$ cat src/sv/dpr_pkg.sv
package dpr_pkg;

    localparam int BUF_DEPTH  = 512;
    localparam int ADDR_W     = $clog2(BUF_DEPTH);
    localparam int CNT_W      = ADDR_W;
    localparam int IDX_W      = 9;
    localparam int LEN_W      = 9;
    localparam int SUM_W      = ((ADDR_W > IDX_W) ? ADDR_W : IDX_W) + 1;

    localparam int FIFO_DEPTH = 4;
    localparam int FIFO_PTR_W = $clog2(FIFO_DEPTH);
    localparam int FIFO_CNT_W = FIFO_PTR_W + 1;

    // input kinds
    localparam logic [1:0] IN_KIND_BYTE  = 2'd0;
    localparam logic [1:0] IN_KIND_END   = 2'd1;
    localparam logic [1:0] IN_KIND_READ  = 2'd2;

    // result kinds
    localparam logic [1:0] OUT_KIND_BYTE    = 2'd0;
    localparam logic [1:0] OUT_KIND_VERDICT = 2'd1;
    localparam logic [1:0] OUT_KIND_DATA    = 2'd2;

    // command codes between front and back
    localparam logic [1:0] CMD_NAK   = 2'd0;
    localparam logic [1:0] CMD_ACK   = 2'd1;
    localparam logic [1:0] CMD_ABORT = 2'd2;
    localparam logic [1:0] CMD_READ  = 2'd3;

    localparam logic [7:0] CH_DOLLAR = 8'h24;
    localparam logic [7:0] CH_HASH   = 8'h23;
    localparam logic [7:0] CH_COLON  = 8'h3A;
    localparam logic [7:0] CH_PLUS   = 8'h2B;
    localparam logic [7:0] CH_MINUS  = 8'h2D;

    typedef struct packed {
        logic [1:0]       cmd;
        logic [CNT_W-1:0] len;
        logic             has_seq;
        logic [7:0]       seq0;
        logic [7:0]       seq1;
        logic [7:0]       data;
    } cmd_t;

    typedef struct packed {
        logic [1:0]       kind;
        logic [7:0]       data;
        logic             good;
        logic [LEN_W-1:0] len;
        logic             seq;
        logic             aborted;
        logic             last;
    } res_t;

    function automatic logic [3:0] hex_value(input logic [7:0] c);
        logic [3:0] v;
        v = 4'd0;
        if (c >= 8'h41 && c <= 8'h46)
            v = 4'(c - 8'h37);
        else if (c >= 8'h61 && c <= 8'h66)
            v = 4'(c - 8'h57);
        else if (c >= 8'h30 && c <= 8'h39)
            v = 4'(c - 8'h30);
        return v;
    endfunction

endpackage

$ cat src/sv/dpr_fifo.sv
module dpr_fifo (
    input  logic                            clk,
    input  logic                            rst_n,
    input  logic                            push,
    input  dpr_pkg::cmd_t                   push_cmd,
    input  logic                            pop,
    output logic                            head_valid,
    output dpr_pkg::cmd_t                   head_cmd,
    output logic [dpr_pkg::FIFO_CNT_W-1:0]  count
);
    import dpr_pkg::*;

    cmd_t                  entry_reg [FIFO_DEPTH];
    logic [FIFO_PTR_W-1:0] wr_ptr_reg, wr_ptr_next;
    logic [FIFO_PTR_W-1:0] rd_ptr_reg, rd_ptr_next;
    logic [FIFO_CNT_W-1:0] count_reg, count_next;
    logic                  do_pop;

    assign do_pop     = pop && (count_reg != '0);
    assign head_valid = (count_reg != '0);
    assign head_cmd   = entry_reg[rd_ptr_reg];
    assign count      = count_reg;

    always_comb
    begin
        wr_ptr_next = push ? wr_ptr_reg + FIFO_PTR_W'(1) : wr_ptr_reg;
        rd_ptr_next = do_pop ? rd_ptr_reg + FIFO_PTR_W'(1) : rd_ptr_reg;
        count_next  = count_reg + FIFO_CNT_W'(push) - FIFO_CNT_W'(do_pop);
    end

    always_ff @(posedge clk or negedge rst_n)
    begin
        if (!rst_n)
        begin
            wr_ptr_reg <= '0;
            rd_ptr_reg <= '0;
            count_reg  <= '0;
        end
        else
        begin
            wr_ptr_reg <= wr_ptr_next;
            rd_ptr_reg <= rd_ptr_next;
            count_reg  <= count_next;
        end
    end

    always_ff @(posedge clk)
    begin
        if (push)
            entry_reg[wr_ptr_reg] <= push_cmd;
    end

endmodule

$ cat config.mk
export PLATFORM = sky130hd
export DESIGN_NAME = dpr_fifo
export DESIGN_NICKNAME = d
export VERILOG_FILES = /design/src/sv/dpr_pkg.sv /design/src/sv/dpr_fifo.sv
export SDC_FILE = /design/constraint.sdc
export NUM_CORES = 1
export LEC_CHECK = 0
export ABC_AREA = 1
export ABC_CLOCK_PERIOD_IN_PS = 2000
export BUFFER_PORTS_ARGS = -buffer_cell sky130_fd_sc_hd__buf_2
export CORE_MARGIN = 1
export CORE_UTILIZATION = 41
export DETAILED_ROUTE_END_ITERATION = 8
export HOLD_SLACK_MARGIN = 0.1
export SLEW_MARGIN = 20
export SYNTH_ARGS = -nofsm -noshare
export SYNTH_HDL_FRONTEND = slang
export SYNTH_SLANG_ARGS = --single-unit
$ cat constraint.sdc
create_clock -name clk -period 2 [get_ports clk]
set_clock_uncertainty 0.2 [all_clocks]
set_input_delay 0.6 -clock clk [delete_from_list [all_inputs] [get_ports clk]]
set_output_delay 0.6 -clock clk [all_outputs]
set_load 0.01 [all_outputs]
# Word level (Yosys, flattened, before mapping)
# Memory sizes are Yosys's and may differ from the RTL's.
# Cells that the tools add are included.
[word_totals]
ramBits = 144
ff_bits = 7
input_bits = 40
memories = 1
[classes]
reduce_logical = 2
mux = 2
addsub = 4
[mem_list]
columns = ["name", "depth", "word_bits", "read_ports", "rd_clocked_by_memory_dff", "wr", "line", "source"]
rows = [
  ["entry_reg", 4, 36, 1, 0, 1, "dpr_fifo.sv:13", "cmd_t entry_reg [FIFO_DEPTH];"],
]
[ops]
columns = ["operator", "n"]
rows = [
  ["$add 2x1->2 const B", 2],
  ["$add 3x1->3", 1],
  ["$reduce_bool 3->1", 1],
  ["$sub 3x1->3", 1],
  ["$mux 1", 2],
  ["$logic_and 1x1->1", 1],
]

# Longest topological paths before layout
[logic_depth]
depth_word = 3
depth_mapped = 11
ltp_nobuf = 11

# Worst setup path after synthesis
# Ideal clock, no wire load.
[synth_path]
path_type = "reg-to-reg"
start = "register count_reg[1] (netlist: count[1])"
end = "register count_reg[2] (netlist: count[2])"
stages_incl_launch_ff = 12
required_time_ns = 1.683
setup_slack_ns = -0.230
setup_ns = 0.117
n_path_buf = 0
arrival_ns = 1.913
cell_sequence = "dfrtp_1 nor2_1 nand2_1 nand2_1 inv_1 ha_1 inv_1 ha_1 fa_1 xor2_1 nand2_1 nand2_1"
[synth_between]
elab_chain_cells = 3
elab_cells_between_ends = 4
cone_classes = "add/sub (2); reduce/logical (2)"
[synth_rtl]
columns = ["item", "line", "source"]
rows = [
  ["start: declaration", "dpr_fifo.sv:16", "logic [FIFO_CNT_W-1:0] count_reg, count_next;"],
  ["start signal: assignment", "dpr_fifo.sv:43", "count_reg <= count_next;"],
  ["$reduce_bool 3->1", "-", ""],
  ["via head_valid", "dpr_fifo.sv:7", "output logic head_valid,"],
  ["$logic_and 1x1->1", "dpr_fifo.sv:19", "assign do_pop = pop && (count_reg != '0);"],
  ["via do_pop", "dpr_fifo.sv:17", "logic do_pop;"],
  ["$sub 3x1->3", "dpr_fifo.sv:28", "count_next = count_reg + FIFO_CNT_W'(push) - FIFO_CNT_W'(do_pop);"],
  ["via count_next[2]", "dpr_fifo.sv:16", ""],
]
# The timed path passes the listed nets, and every way through them passes these cells.
# A chain may end at the register's enable or synchronous reset.

==> report_table.html <==
<table>
<tr><th>Metric</th><th>Value</th></tr>
<tr><th colspan="2">CTS</th></tr>
<tr><td>CTS Root Cell</td><td>clkbuf_16</td></tr>
<tr><td>Clock Latency Late Sink</td><td>0.42 ns</td></tr>
<tr><td>Deepest clock path buffer count</td><td>2</td></tr>
<tr><td>Clock input transition at the sequential cells of the worst setup and hold paths</td><td>0.06 ns</td></tr>
<tr><td>CTS HTree Levels</td><td>4</td></tr>
<tr><td>CTS tree</td><td>done</td></tr>
<tr><td>Num Clock Sinks</td><td>151</td></tr>
<tr><td>CTS Buf Count</td><td>17</td></tr>
<tr><th colspan="2">Routing</th></tr>
<tr><td>Total via count after detailed routing</td><td>3788</td></tr>
<tr><td>Drc violations</td><td>0</td></tr>
<tr><td>Routed WL per cell</td><td>14.19 um</td></tr>
<tr><td>Number of iterations in the first detailed-routing pass</td><td>4</td></tr>
<tr><td>First-iteration detailed-routing DRC count</td><td>233</td></tr>
<tr><td>Total wirelength of the detailed-routed design</td><td>11.44 mm</td></tr>
<tr><td>Number of nets still failing antenna checks after routing</td><td>0</td></tr>
<tr><td>Mean number of vias per cell</td><td>4.700</td></tr>
<tr><th colspan="2">Setup path</th></tr>
<tr><td>Worst Path Max Fanout</td><td>20</td></tr>
<tr><td>Slowest cell on crit path</td><td>dfrtp_4</td></tr>
<tr><td>Kind of capture point of the worst setup path</td><td>output port</td></tr>
<tr><td>Worst Reg-to-Reg Cells</td><td>11</td></tr>
<tr><td>Cell chain of the critical path</td><td>buf_12 -&gt; nor2_1 -&gt; nor2_1 -&gt; o21ai_1 -&gt; nand2_1 -&gt; buf_2</td></tr>
<tr><td>Reg-to-Reg End</td><td>count[2]$_DFF_PN0_</td></tr>
<tr><td>Launch point of the critical path</td><td>rd_ptr_reg[0]$_DFFE_PN0P_</td></tr>
<tr><td>Critical R2R Launch</td><td>count[1]$_DFF_PN0_</td></tr>
<tr><td>Top delay family on crit path</td><td>flip-flops</td></tr>
<tr><td>Library cell appearing most often on the critical path</td><td>nor2_1</td></tr>
<tr><td>Launching element type of the critical path</td><td>register</td></tr>
<tr><td>Count of buffering cells on the critical path with inverters included</td><td>2</td></tr>
<tr><td>Startpoint-to-endpoint class of the critical path</td><td>register to output port</td></tr>
<tr><td>Worst path arrival time</td><td>1.65 ns</td></tr>
<tr><td>Crit. path cell count</td><td>6</td></tr>
<tr><td>Max stage delay on crit path</td><td>0.56 ns</td></tr>
<tr><td>Flop-to-flop setup slack</td><td>-0.06 ns</td></tr>
<tr><td>Req. time, crit path</td><td>1.20 ns</td></tr>
<tr><th colspan="2">STA</th></tr>
<tr><td>Final setup violation count</td><td>38</td></tr>
<tr><td>Worst-Margin Slew</td><td>0.2429 ns</td></tr>
<tr><td>Highest achievable clock rate</td><td>0.4082 GHz</td></tr>
<tr><td>Clock period minus final worst setup slack</td><td>2.450 ns</td></tr>
<tr><td>Unrepaired setup endpoints after global routing</td><td>yes</td></tr>
<tr><td>Final worst-path cycle share</td><td>1.225</td></tr>
<tr><td>Setup ws final</td><td>-0.4495 ns</td></tr>
<tr><td>Count of endpoints failing hold in the final timing report</td><td>0</td></tr>
<tr><td>Min Hold Slack</td><td>0.1829 ns</td></tr>
<tr><td>Final count of pins violating max slew</td><td>0</td></tr>
<tr><td>Setup TNS</td><td>-14.89 ns</td></tr>
<tr><td>Max-slew headroom</td><td>0.8380</td></tr>
<tr><th colspan="2">Global route</th></tr>
<tr><td>Global routing usage summed across all routing layers</td><td>0.1600</td></tr>
<tr><td>Maximum number of pins on one net before global-route repair</td><td>41</td></tr>
<tr><td>Busiest layer in global routing</td><td>met2</td></tr>
<tr><td>Via count of the first global-routing pass</td><td>3557</td></tr>
<tr><td>Met3 demand-to-capacity share in global routing</td><td>0.05166</td></tr>
<tr><td>Grt total ovfl</td><td>0</td></tr>
<tr><td>Antenna violations before repair</td><td>1</td></tr>
<tr><td>GRT met1 Usage</td><td>0.1919</td></tr>
<tr><td>Global-route track usage on met2</td><td>0.2657</td></tr>
<tr><td>Global-route wire length before repair</td><td>17.62 mm</td></tr>
<tr><th colspan="2">Finish</th></tr>
<tr><td>Max reg flops</td><td>144</td></tr>
<tr><td>Number of standard cells in the layout, taps in and fillers out</td><td>806</td></tr>
<tr><td>Layout cell share with drive strength beyond 1</td><td>0.2733</td></tr>
<tr><td>Number of nets in the layout</td><td>656</td></tr>
<tr><td>Number of filler cells placed in the layout</td><td>1199</td></tr>
<tr><td>Area Growth Syn to Fin</td><td>27.36%</td></tr>
<tr><td>Count of inserted antenna diode cells</td><td>0</td></tr>
<tr><td>Layout Cell Area excl Fill</td><td>0.007705 sq mm</td></tr>
<tr><td>Share of the core filled with cells in the final layout</td><td>0.5321</td></tr>
<tr><th colspan="2">Outcome</th></tr>
<tr><td>Failing checks</td><td>negative setup slack</td></tr>
<tr><td>Status</td><td>finished with violations</td></tr>
<tr><th colspan="2">Min path</th></tr>
<tr><td>Worst Hold Depth</td><td>1</td></tr>
<tr><td>Hold path startpoint</td><td>push_cmd[22]</td></tr>
<tr><td>Class of the most critical hold timing path</td><td>primary input to register</td></tr>
<tr><td>Hold Crit Endpoint</td><td>entry_reg[1][22]$_DFFE_PP_</td></tr>
<tr><th colspan="2">Place</th></tr>
<tr><td>Placement Setup Slack</td><td>-0.2442 ns</td></tr>
<tr><td>Placed wire-length estimate</td><td>6.781 mm</td></tr>
<tr><td>Dpl cell area</td><td>0.006917 sq mm</td></tr>
<tr><td>Port Buf Inserts</td><td>79</td></tr>
<tr><td>Placer congestion estimate</td><td>0.7163</td></tr>
<tr><td>Placed Cells</td><td>769</td></tr>
<tr><th colspan="2">Floorplan</th></tr>
<tr><td>Initial standard-cell utilization of the core</td><td>0.4178</td></tr>
<tr><td>Std-Cell Rows</td><td>44</td></tr>
<tr><td>Overall die area</td><td>0.01524 sq mm</td></tr>
<tr><td>I/O pin count</td><td>80</td></tr>
<tr><td>Die width</td><td>123.5 um</td></tr>
<tr><td>Core box area</td><td>0.01448 sq mm</td></tr>
<tr><td>Y dimension of the die</td><td>123.5 um</td></tr>
<tr><th colspan="2">Logic synthesis</th></tr>
<tr><td>YS warnings</td><td>0</td></tr>
<tr><td>Total of flip-flops plus latches after synthesis</td><td>151</td></tr>
<tr><td>Post-synthesis cell area</td><td>0.006050 sq mm</td></tr>
<tr><td>Mean cell area of the mapped netlist</td><td>11.93 sq um</td></tr>
<tr><td>Number of unique standard cell types used by synthesis</td><td>18</td></tr>
<tr><td>Number of standard cells after synthesis</td><td>507</td></tr>
<tr><td>Net count after synthesis</td><td>554</td></tr>
<tr><td>Sequential fraction of the synthesis area</td><td>0.7437</td></tr>
<tr><th colspan="2">Pwr</th></tr>
<tr><td>Leakage power</td><td>3.109 nW</td></tr>
<tr><td>Largest voltage drop on the vdd net</td><td>0.7493 mV</td></tr>
<tr><td>Power density of the placed cells</td><td>1561 mW/mm^2</td></tr>
<tr><td>Total power consumption of the routed design</td><td>12.03 mW</td></tr>
<tr><th colspan="2">Run</th></tr>
<tr><td>Max-cap violation count</td><td>0</td></tr>
</table>
cells in the mapped netlist:
cell | number | area share
buf_1 | 2 | 0.0012
buf_2 | 2 | 0.0017
buf_4 | 9 | 0.011
clkbuf_1 | 10 | 0.0062
clkinv_1 | 1 | 0.00062
dfrtp_1 | 7 | 0.029
edfxtp_1 | 144 | 0.71
fa_1 | 1 | 0.0033
ha_1 | 6 | 0.012
inv_1 | 48 | 0.030
inv_2 | 2 | 0.0012
nand2_1 | 124 | 0.077
nand3_1 | 2 | 0.0017
nor2_1 | 73 | 0.045
o21ai_0 | 2 | 0.0017
o21ai_1 | 71 | 0.059
xnor2_1 | 1 | 0.0014
xor2_1 | 2 | 0.0029
how the worst max path moves through the flow:
| stage | end |
|---|---|
| after CTS | head_cmd[15] |
| final | head_cmd[9] |
| after global placement | count[2]$_DFF_PN0_ |
| after detailed placement | count[2]$_DFF_PN0_ |
| after floorplan | count[2]$_DFF_PN0_ |
| after global routing | head_cmd[1] |
metal layers:
metal  vias up  part of all wire
li1       1895                 -
met1      1800              0.44
met2        78              0.51
met3        13             0.040
met4         2             0.012
met5         -            0.0011
cell type report:
type	count	area, sq um	share of cell area
Clock buffer	17	425.4	0.05521
Sequential cell	151	4503	0.5844
Clock inverter	15	200.2	0.02598
Timing Repair Buffer	106	819.5	0.1064
Inverter	51	206.4	0.02679
Tap cell	184	230.2	0.02988
Multi-Input combinational cell	282	1320	0.1713
power breakdown:
group / internal, mW / leakage (nW) / switching [mW]
registers: 4.15 / 1.40 / 0.204
clock network: 2.09 / 0.298 / 1.26
logic: 1.77 / 1.41 / 2.55
total: 8.02 / 3.11 / 4.01
cell usage in the layout, fill, tap and decap left out:
cell / instances
o21ai_2: 1
o21ai_1: 71
nand2_1: 121
xor2_1: 2
ha_1: 4
dlygate4sd3_1: 1
o21ai_0: 1
fa_2: 1
inv_6: 3
clkbuf_16: 18
clkinvlp_4: 7
nor2_1: 55
edfxtp_1: 144
clkinv_2: 2
buf_2: 76
clkinv_1: 2
xnor2_1: 1
ha_4: 2
buf_6: 5
nand2_2: 3
dfrtp_1: 6
inv_2: 4
buf_4: 9
inv_1: 42
bufinv_16: 4
dfrtp_4: 1
nand3_1: 2
clkinv_4: 2
nor2_2: 18
buf_12: 14
what timing repair did:
| action | in CTS | in global routing |
|---|---|---|
| hold endpoints to repair | 7 | 0 |
| buffers inserted | 1 | 2 |
| hold buffers | 1 | 0 |
| endpoints found under the setup margin | 38 | 39 |
| pin swaps | 2 | 1 |
| gates resized for setup | 14 | 18 |
| cloned | 0 | 1 |
cell families (layout without fill, tap and decap cells):
group                      after synthesis  in the layout  synth area share
and+or+nand+nor                        199            199            0.1239
buffers and inverters                   74            189           0.05191
AOI/OAI and AO/OA                       73             73           0.06039
adders and majority gates                7              7           0.01572
DFF                                    151            151            0.7437
xor gates and xnor gates                 3              3          0.004344
No activity file was read; power rests on OpenSTA's default activity.
