--- config.mk ---
export PLATFORM = sky130hd
export DESIGN_NAME = dpr_back
export DESIGN_NICKNAME = d
export VERILOG_FILES = /design/src/sv/dpr_pkg.sv /design/src/sv/dpr_back.sv
export SDC_FILE = /design/constraint.sdc
export NUM_CORES = 1
export LEC_CHECK = 0
export BUFFER_PORTS_ARGS = -buffer_cell sky130_fd_sc_hd__buf_2
export CAP_MARGIN = 20
export CORE_ASPECT_RATIO = 1.5
export CORE_UTILIZATION = 34
export CTS_CLUSTER_DIAMETER = 80
export CTS_CLUSTER_SIZE = 28
export DETAILED_ROUTE_END_ITERATION = 16
export HOLD_SLACK_MARGIN = 0.03
export PLACE_DENSITY = 0.64
export SLEW_MARGIN = 25
export SYNTH_ARGS = -nofsm -noshare
export SYNTH_HDL_FRONTEND = slang
export SYNTH_SLANG_ARGS = --single-unit
--- constraint.sdc ---
create_clock -name clk -period 4.3 [get_ports clk]
set_clock_uncertainty 0.1 [all_clocks]
set_input_delay 0.43 -clock clk [delete_from_list [all_inputs] [get_ports clk]]
set_output_delay 0.43 -clock clk [all_outputs]
set_load 0.01 [all_outputs]
--- src/sv/dpr_pkg.sv ---
package dpr_pkg;

    localparam int BUF_DEPTH  = 512;
    localparam int ADDR_W     = $clog2(BUF_DEPTH);
    localparam int CNT_W      = ADDR_W;
    localparam int IDX_W      = 9;
    localparam int LEN_W      = 9;
    localparam int SUM_W      = ((ADDR_W > IDX_W) ? ADDR_W : IDX_W) + 1;

    localparam int FIFO_DEPTH = 4;
    localparam int FIFO_PTR_W = $clog2(FIFO_DEPTH);
    localparam int FIFO_CNT_W = FIFO_PTR_W + 1;

    // input kinds
    localparam logic [1:0] IN_KIND_BYTE  = 2'd0;
    localparam logic [1:0] IN_KIND_END   = 2'd1;
    localparam logic [1:0] IN_KIND_READ  = 2'd2;

    // result kinds
    localparam logic [1:0] OUT_KIND_BYTE    = 2'd0;
    localparam logic [1:0] OUT_KIND_VERDICT = 2'd1;
    localparam logic [1:0] OUT_KIND_DATA    = 2'd2;

    // command codes between front and back
    localparam logic [1:0] CMD_NAK   = 2'd0;
    localparam logic [1:0] CMD_ACK   = 2'd1;
    localparam logic [1:0] CMD_ABORT = 2'd2;
    localparam logic [1:0] CMD_READ  = 2'd3;

    localparam logic [7:0] CH_DOLLAR = 8'h24;
    localparam logic [7:0] CH_HASH   = 8'h23;
    localparam logic [7:0] CH_COLON  = 8'h3A;
    localparam logic [7:0] CH_PLUS   = 8'h2B;
    localparam logic [7:0] CH_MINUS  = 8'h2D;

    typedef struct packed {
        logic [1:0]       cmd;
        logic [CNT_W-1:0] len;
        logic             has_seq;
        logic [7:0]       seq0;
        logic [7:0]       seq1;
        logic [7:0]       data;
    } cmd_t;

    typedef struct packed {
        logic [1:0]       kind;
        logic [7:0]       data;
        logic             good;
        logic [LEN_W-1:0] len;
        logic             seq;
        logic             aborted;
        logic             last;
    } res_t;

    function automatic logic [3:0] hex_value(input logic [7:0] c);
        logic [3:0] v;
        v = 4'd0;
        if (c >= 8'h41 && c <= 8'h46)
            v = 4'(c - 8'h37);
        else if (c >= 8'h61 && c <= 8'h66)
            v = 4'(c - 8'h57);
        else if (c >= 8'h30 && c <= 8'h39)
            v = 4'(c - 8'h30);
        return v;
    endfunction

endpackage

--- src/sv/dpr_back.sv ---
module dpr_back (
    input  logic           clk,
    input  logic           rst_n,
    input  logic           head_valid,
    input  dpr_pkg::cmd_t  head_cmd,
    output logic           pop,
    output logic           out_valid,
    input  logic           out_ready,
    output dpr_pkg::res_t  out_res
);
    import dpr_pkg::*;

    logic [1:0] step_reg, step_next;
    logic       out_valid_reg, out_valid_next;
    res_t       res_reg, res_next;
    res_t       cur;
    logic       load;

    always_comb
    begin
        cur         = '0;
        cur.kind    = OUT_KIND_VERDICT;
        unique case (head_cmd.cmd)
            CMD_NAK:
            begin
                if (step_reg == 2'd0)
                begin
                    cur.kind = OUT_KIND_BYTE;
                    cur.data = CH_MINUS;
                end
                else
                begin
                    cur.len  = LEN_W'(head_cmd.len);
                    cur.last = 1'b1;
                end
            end
            CMD_ACK:
            begin
                if (step_reg == 2'd0)
                begin
                    cur.kind = OUT_KIND_BYTE;
                    cur.data = CH_PLUS;
                end
                else if (head_cmd.has_seq && step_reg == 2'd1)
                begin
                    cur.kind = OUT_KIND_BYTE;
                    cur.data = head_cmd.seq0;
                end
                else if (head_cmd.has_seq && step_reg == 2'd2)
                begin
                    cur.kind = OUT_KIND_BYTE;
                    cur.data = head_cmd.seq1;
                end
                else
                begin
                    cur.good = 1'b1;
                    cur.len  = LEN_W'(head_cmd.len);
                    cur.seq  = head_cmd.has_seq;
                    cur.last = 1'b1;
                end
            end
            CMD_ABORT:
            begin
                cur.aborted = 1'b1;
                cur.last    = 1'b1;
            end
            CMD_READ:
            begin
                cur.kind = OUT_KIND_DATA;
                cur.data = head_cmd.data;
                cur.last = 1'b1;
            end
            default:
            begin
                cur.last = 1'b1;
            end
        endcase
    end

    assign load = head_valid && (!out_valid_reg || out_ready);
    assign pop  = load && cur.last;

    always_comb
    begin
        step_next      = step_reg;
        res_next       = res_reg;
        out_valid_next = out_valid_reg;
        if (load)
        begin
            res_next       = cur;
            out_valid_next = 1'b1;
            step_next      = cur.last ? 2'd0 : step_reg + 2'd1;
        end
        else if (out_ready)
            out_valid_next = 1'b0;
    end

    always_ff @(posedge clk or negedge rst_n)
    begin
        if (!rst_n)
        begin
            step_reg      <= 2'd0;
            out_valid_reg <= 1'b0;
        end
        else
        begin
            step_reg      <= step_next;
            out_valid_reg <= out_valid_next;
        end
    end

    always_ff @(posedge clk)
    begin
        res_reg <= res_next;
    end

    assign out_valid = out_valid_reg;
    assign out_res   = res_reg;

endmodule

# ---- After elaboration in Yosys (flattened, before gate mapping)
# Cells that the tools add are included.
dict set report op_classes {
  n_eq_ne 5
  add_sub_neg 1
  bitwise_logic 1
  n_mux 19
  reduce_logical 12
}
# op n
set op_table {}
lappend op_table {{9-bit 2-to-1 mux} 5}
lappend op_table {{10-bit case mux with 3 select lines} 1}
lappend op_table {{10-bit 2-to-1 mux} 2}
lappend op_table {{9-bit case mux with 2 select lines} 1}
lappend op_table {{11-bit 2-to-1 mux} 1}
lappend op_table {{1-bit 2-to-1 mux} 7}
lappend op_table {{2-bit == test, second input constant} 3}
lappend op_table {{2-bit by 1-bit == test with 1-bit output, second input constant} 2}
lappend op_table {{1-bit logical AND} 4}
lappend op_table {{2-bit logical NOT} 2}
lappend op_table {{4-bit OR reduction} 1}
lappend op_table {{1-bit case mux with 3 select lines} 1}
lappend op_table {{3-bit OR reduction} 1}
lappend op_table {{2-bit by 1-bit adder with 2-bit output, second input constant} 1}
lappend op_table {{2-bit 2-to-1 mux} 1}
lappend op_table {{2-bit nonzero test} 1}
lappend op_table {{2-bit OR reduction} 1}
lappend op_table {{1-bit logical NOT} 1}
lappend op_table {{1-bit logical OR} 1}
lappend op_table {{1-bit inverter} 1}
dict set report word_totals {
  out_inout_bits 25
  in_bits 40
  regBits 26
}

# ---- Logic depth before layout (Yosys ltp)
# Gate-level depths: netlist of run 1.
dict set report logic_depth {
  word_depth 7
  depth_mapped 6
  depth_no_buf 5
}

# ---- Worst setup path before layout of run 1
# Ideal clock, no wire load.
dict set report synth_path {
  kind {flip-flop to output port}
  from {register step_reg[0]}
  to {output port pop}
  arrival_time_ps 1248
  t_required_ps 3770
  n_path_buf 0
  path_slack_ps 2522
  stages_incl_launch_ff 6
  cell_sequence {dfrtp_1 > inv_1 > ha_1 > o211a_4 > o21ai_2 > nor2b_1}
}
# item line_no
set synth_rtl {}
lappend synth_rtl {{from (decl)} dpr_back.sv:13} ;# logic [1:0] step_reg, step_next;
lappend synth_rtl {{from (signal assigned)} dpr_back.sv:107} ;# step_reg <= step_next;
lappend synth_rtl {{to (decl)} dpr_back.sv:6} ;# output logic pop,

==> results of run 1 <==
## synth_stat cells, types with 3 or more instances
library cell  count  area, um^2
nand3_1           5       25.02
a21oi_1           5       25.02
nor2_1            3       11.26
nor2b_1           3       18.77
dfrtp_1           3       75.07
edfxtp_1         23       690.7
nand2_1           5       18.77
o21ai_1           7       35.03
ha_1              3       37.54
inv_1             5       18.77
a22oi_1           8       60.06
and2_1           10       62.56
## metrics by stage
stage | worst slack [ns] | cells | utilization | hold WS (ns) | total power (uW)
floorplan | 2.522 | 95 | - | 0.03441 | 445.6
global placement | 2.287 | 198 | 0.4597 | 0.1272 | 500.1
detailed placement | 2.261 | 198 | 0.4597 | 0.1325 | 506.0
CTS | 1.942 | 203 | 0.4789 | 0.3356 | 657.8
global route | 1.835 | 203 | 0.4789 | 0.3343 | 689.6
finish | 1.951 | 203 | 0.4789 | 0.3402 | 647.8
## kinds of logic (layout without fill, tap and decap cells)
family	Yosys count	after routing	synth area share
AO/OA/AOI/OAI	26	26	0.1449
adder cells (fa/ha/maj)	3	3	0.03129
buffers and inverters	8	74	0.03024
flip-flops	26	26	0.6382
AND/OR/NAND/NOR	32	32	0.1554
## final timing paths
kind                               from           to  slack [ns]  depth (start not counted)
min reg2reg                 step_reg[1]  step_reg[1]        0.43                          1
min in group asynchronous         rst_n  step_reg[1]        0.39                          2
max                         step_reg[1]          pop        1.95                          6
max reg2reg                 step_reg[1]  out_res[21]        2.51                          5
min                        head_cmd[28]   out_res[6]        0.34                          2
max in group asynchronous         rst_n    out_valid        3.60                          2
## critical path, stage by stage, from the launching register on
cell and delay (ns):
dfrtp_1 0.38, inv_1 0.07, ha_1 0.33, o211a_4 0.33, o21ai_2 0.17, nor2b_1 0.15
buf_2 0.13
## layer usage
| metal | wire length [um] | vias up | GRT usage |
|---|---|---|---|
| met2 | 1507 | 36 | 0.2756 |
| met3 | 140 | 2 | 0.02626 |
| met1 | 880 | 464 | 0.1395 |
| li1 | - | 479 | - |
| met5 | 0 | - | 0 |
| met4 | 32 | 0 | 0.08333 |
## power groups by stage
stage	combinational (uW)	sequential, uW	clock [uW]
after floorplan	109	336	0
after global placement	176	324	0
after detailed placement	181	325	0
after CTS	182	319	156
after global routing	203	322	164
final	180	319	149
## final cells by class
class | count | share of cell area
inverter | 5 | 0.01158
multi-input combinational | 61 | 0.2456
clock buffer | 4 | 0.03398
sequential | 26 | 0.4726
tap | 42 | 0.03243
timing repair buffer | 65 | 0.2039
==> results.json, run 1 <==
{
  "ir_worst_vdd_mv": 0.3044,
  "intPower_uw": 470.9,
  "clock_latency_ns": 0.26,
  "finalHoldViolCount": 0,
  "period_minus_slack_ns": 2.349,
  "ys_ff_latch": 26,
  "post_cts_buffers": 0,
  "io_pins": 65,
  "grt_pass1_vias": 937,
  "slew_headroom": 0.4284,
  "ctsHoldBuffers": 1,
  "grt_max_degree": 24,
  "drv_cap": 0,
  "leakage_uw": 0.0007096,
  "p_sw_uw": 176.9,
  "p_comb_frac": 0.278,
  "diodes": 0,
  "timing.setup.tns_ns": 0,
  "wl_um": 2561,
  "dr.pass1.iters": 4,
  "cts_buffers": 3,
  "dpl-instance-area_um2": 1555,
  "avgSynthCellArea_um2": 12.63,
  "numClockSinks": 26,
  "worstSetupStartpointType": "register",
  "area_growth_pct": 35.04,
  "clock_path_buffers": 2,
  "antenna_found_initial": 0,
  "switching_share": 0.2731,
  "worstPathArrival_ns": 1.82,
  "drtIter0Drc": 31,
  "largest_reg_flops": 23,
  "cts_root_buf": "clkbuf_8",
  "coreArea_um2": 3383,
  "wl_per_cell_um": 12.62,
  "ys_warn_count": 0,
  "dieWidth_um": 50.51,
  "synth_ff_type": "edfxtp_1",
  "final_cell_area_um2": 1620,
  "fill_cells": 332,
  "clockPowerShare": 0.229,
  "cts_tree": "built",
  "vias": 981,
  "drv_slew": 0,
  "outcome": "finished clean",
  "ff_latch_area_um2": 765.7,
  "worst-path-max-fanout": 12,
  "p_per_area_nw_per_um2": 399.8,
  "synthCells": 95,
  "clkTransAtPathRegs_ns": 0.08,
  "final_common_cell": "buf_2",
  "multiInputGateArea_um2": 397.9,
  "grt-ovfl-total": 0,
  "finalSetupViolations": 0,
  "die_area_um2": 3776,
  "grt_first_pass_wirelength_um": 3905,
  "initial_core_util": 0.3547,
  "vias_per_cell": 4.833,
  "cts_resized": 0,
  "power_frac_seq": 0.492,
  "row_count": 26,
  "required_ns": 3.77,
  "max_freq_mhz": 425.7,
  "detailedPlacementHpwl_um": 2032,
  "drc": 0,
  "dieHeight_um": 74.76,
  "min_period_over_period": 0.5462,
  "end_kind": "primary output",
  "portBuffers": 64,
  "synth_nets": 138,
  "synth_edf_count": 23,
  "track_usage": 0.1427,
  "ant_nets": 0,
  "synthArstFlopShare": 0.1154,
  "netlist_area_um2": 1200,
  "worstMarginPinSlew_ns": 0.8565,
  "fin_nets": 205,
  "drive_gt1_frac": 0.4410,
  "htreeDepth": 1,
  "rsz0062_at_grt": "false",
  "crit_type": "register to primary output",
  "min_path_type": "input pin to register",
  "ys_types": 24,
  "final_cell_mix": "64 x buf_2, 23 x edfxtp_1, 10 x and2_1",
  "ys_seq_area_frac": 0.6382,
  "gp_congestion": 0.8146
}
(Power assumes the default switching activity.)
==> inputs of run 2 (changes only) <==
clock period = 2.2 ns   (was 4.3 ns; I/O delays follow)
==> results.json, run 2 (synthesis results as in run 1) <==
{
  "ir_worst_vdd_mv": 0.4929,
  "numClockSinks": 26,
  "holdPathEnd": "out_valid",
  "diodes": 0,
  "end_kind": "primary output",
  "vias": 977,
  "worst-path-max-fanout": 4,
  "slowest_delay_ns": 0.36,
  "largest_reg_flops": 23,
  "period_minus_slack_ns": 2.032,
  "leakage_uw": 0.0007142,
  "grt_pass1_vias": 916,
  "wl_per_cell_um": 12.20,
  "io_pins": 65,
  "hp-start": "head_valid",
  "track_usage": 0.1354,
  "detailedPlacementHpwl_um": 2050,
  "startpoint": "step_reg[0]",
  "cts_tree": "built",
  "clkTransAtPathRegs_ns": 0.08,
  "timing.rr.start": "step_reg[1]",
  "rsz0062_at_grt": "false",
  "final_cell_mix": "64 x buf_2, 23 x edfxtp_1, 10 x and2_1",
  "max_freq_mhz": 492.0,
  "antenna_found_initial": 0,
  "dieHeight_um": 74.76,
  "fin_nets": 207,
  "dr.pass1.iters": 5,
  "outcome": "finished clean",
  "worst-path-buf-inv": 2,
  "worstSetupStartpointType": "register",
  "grt-ovfl-total": 0,
  "p_per_area_nw_per_um2": 765.4,
  "cts_buffers": 3,
  "ctsHoldBuffers": 1,
  "reg2reg_to": "out_res[17]",
  "grt_max_degree": 21,
  "drc": 0,
  "drtIter0Drc": 24,
  "finalSetupViolations": 0,
  "cpLargestDelayFamily": "compound AO/OA/AOI/OAI gates",
  "whs_path_depth": 2,
  "drv_cap": 0,
  "row_count": 26,
  "required_ns": 1.88,
  "wl_um": 2501,
  "ant_nets": 0,
  "timing.setup.tns_ns": 0,
  "clock_path_buffers": 2,
  "drv_slew": 0,
  "rr_worst_depth": 6,
  "post_cts_buffers": 0,
  "cts_root_buf": "clkbuf_8",
  "cp_cell_sequence": "inv_1, ha_1, o211a_4, o21ai_2, nor2b_1, buf_2",
  "die_area_um2": 3776,
  "initial_core_util": 0.3547,
  "crit_type": "register to primary output",
  "drive_gt1_frac": 0.4417,
  "slew_headroom": 0.6663,
  "final_common_cell": "buf_2",
  "coreArea_um2": 3383,
  "place_ws_ns": 0.4771,
  "gp_congestion": 0.8263,
  "htreeDepth": 1,
  "finalHoldViolCount": 0,
  "worstPathArrival_ns": 1.71,
  "grt_first_pass_wirelength_um": 3788,
  "min_path_type": "input pin to register",
  "worstMarginPinSlew_ns": 0.4995,
  "rrSetupSlack_ns": 0.42,
  "cts_resized": 0,
  "portBuffers": 64,
  "clock_latency_ns": 0.26,
  "whs_ns": 0.1114,
  "setup_ws_ns": 0.1676,
  "vias_per_cell": 4.766,
  "area_growth_pct": 35.45,
  "dieWidth_um": 50.51,
  "min_period_over_period": 0.9238,
  "crit_slowest_cell": "dfrtp_1"
}
-- run 2: cell count changes in the layout (fill, tap and decap cells not counted), sizes merged --
cell,previous run,this run
buf,64,66
clkbuf,4,3
clkinv,0,1
-- run 2: metal layers --
layer / track usage / routed length, um / part of all wire / up-vias
li1: - / - / - / 484
met1: 0.1369 / 881 / 0.35 / 456
met2: 0.2578 / 1451 / 0.58 / 33
met3: 0.02222 / 129 / 0.052 / 4
met4: 0.08025 / 38 / 0.015 / 0
met5: 0 / 0 / 0 / -
-- run 2: where the power goes --
part | switching (uW) | internal [uW] | total [uW] | leakage, uW
Clock | 136 | 125 | 260 | 0.0000231
Sequential | 16.0 | 607 | 623 | 0.000263
Combinational | 199 | 161 | 361 | 0.000428
-- run 2: worst max-delay path by stage --
stage               cells past startpoint         end  slack, ns
detailed placement                      6         pop       0.48
floorplan                               3  out_res[0]       0.61
CTS                                     6         pop       0.16
global route                            6         pop       0.06
global placement                        6         pop       0.49
finish                                  6         pop       0.17
-- run 2: final cells by class --
| class | instances | area [um^2] |
|---|---|---|
| Clock buffer | 3 | 41.29 |
| Sequential cell | 26 | 765.7 |
| Timing Repair Buffer | 67 | 345.3 |
| Multi-Input combinational cell | 61 | 397.9 |
| Clock inverter | 1 | 3.754 |
| Inverter | 5 | 18.77 |
| Tap cell | 42 | 52.55 |
| Fill cell | 328 | 1758 |
-- run 2: through the flow --
step	power, uW	utilization	cell area (um^2)	std cells
after CTS	1258	0.4804	1625	205
after global routing	1315	0.4804	1625	205
final	1244	0.4804	1625	205
after detailed placement	997.5	0.4641	1570	200
after global placement	982.3	0.4641	1570	200
after floorplan	871.0	-	1200	95
-- run 2: worst register-to-register path, delay by kind of cell, from the launching register on --
family                     cells  cell delay [ns]
and+or+nand+nor                1             0.41
DFF                            1             0.37
AOI/OAI and AO/OA              2             0.30
buffers and inverters          2             0.25
adders and majority gates      1             0.21
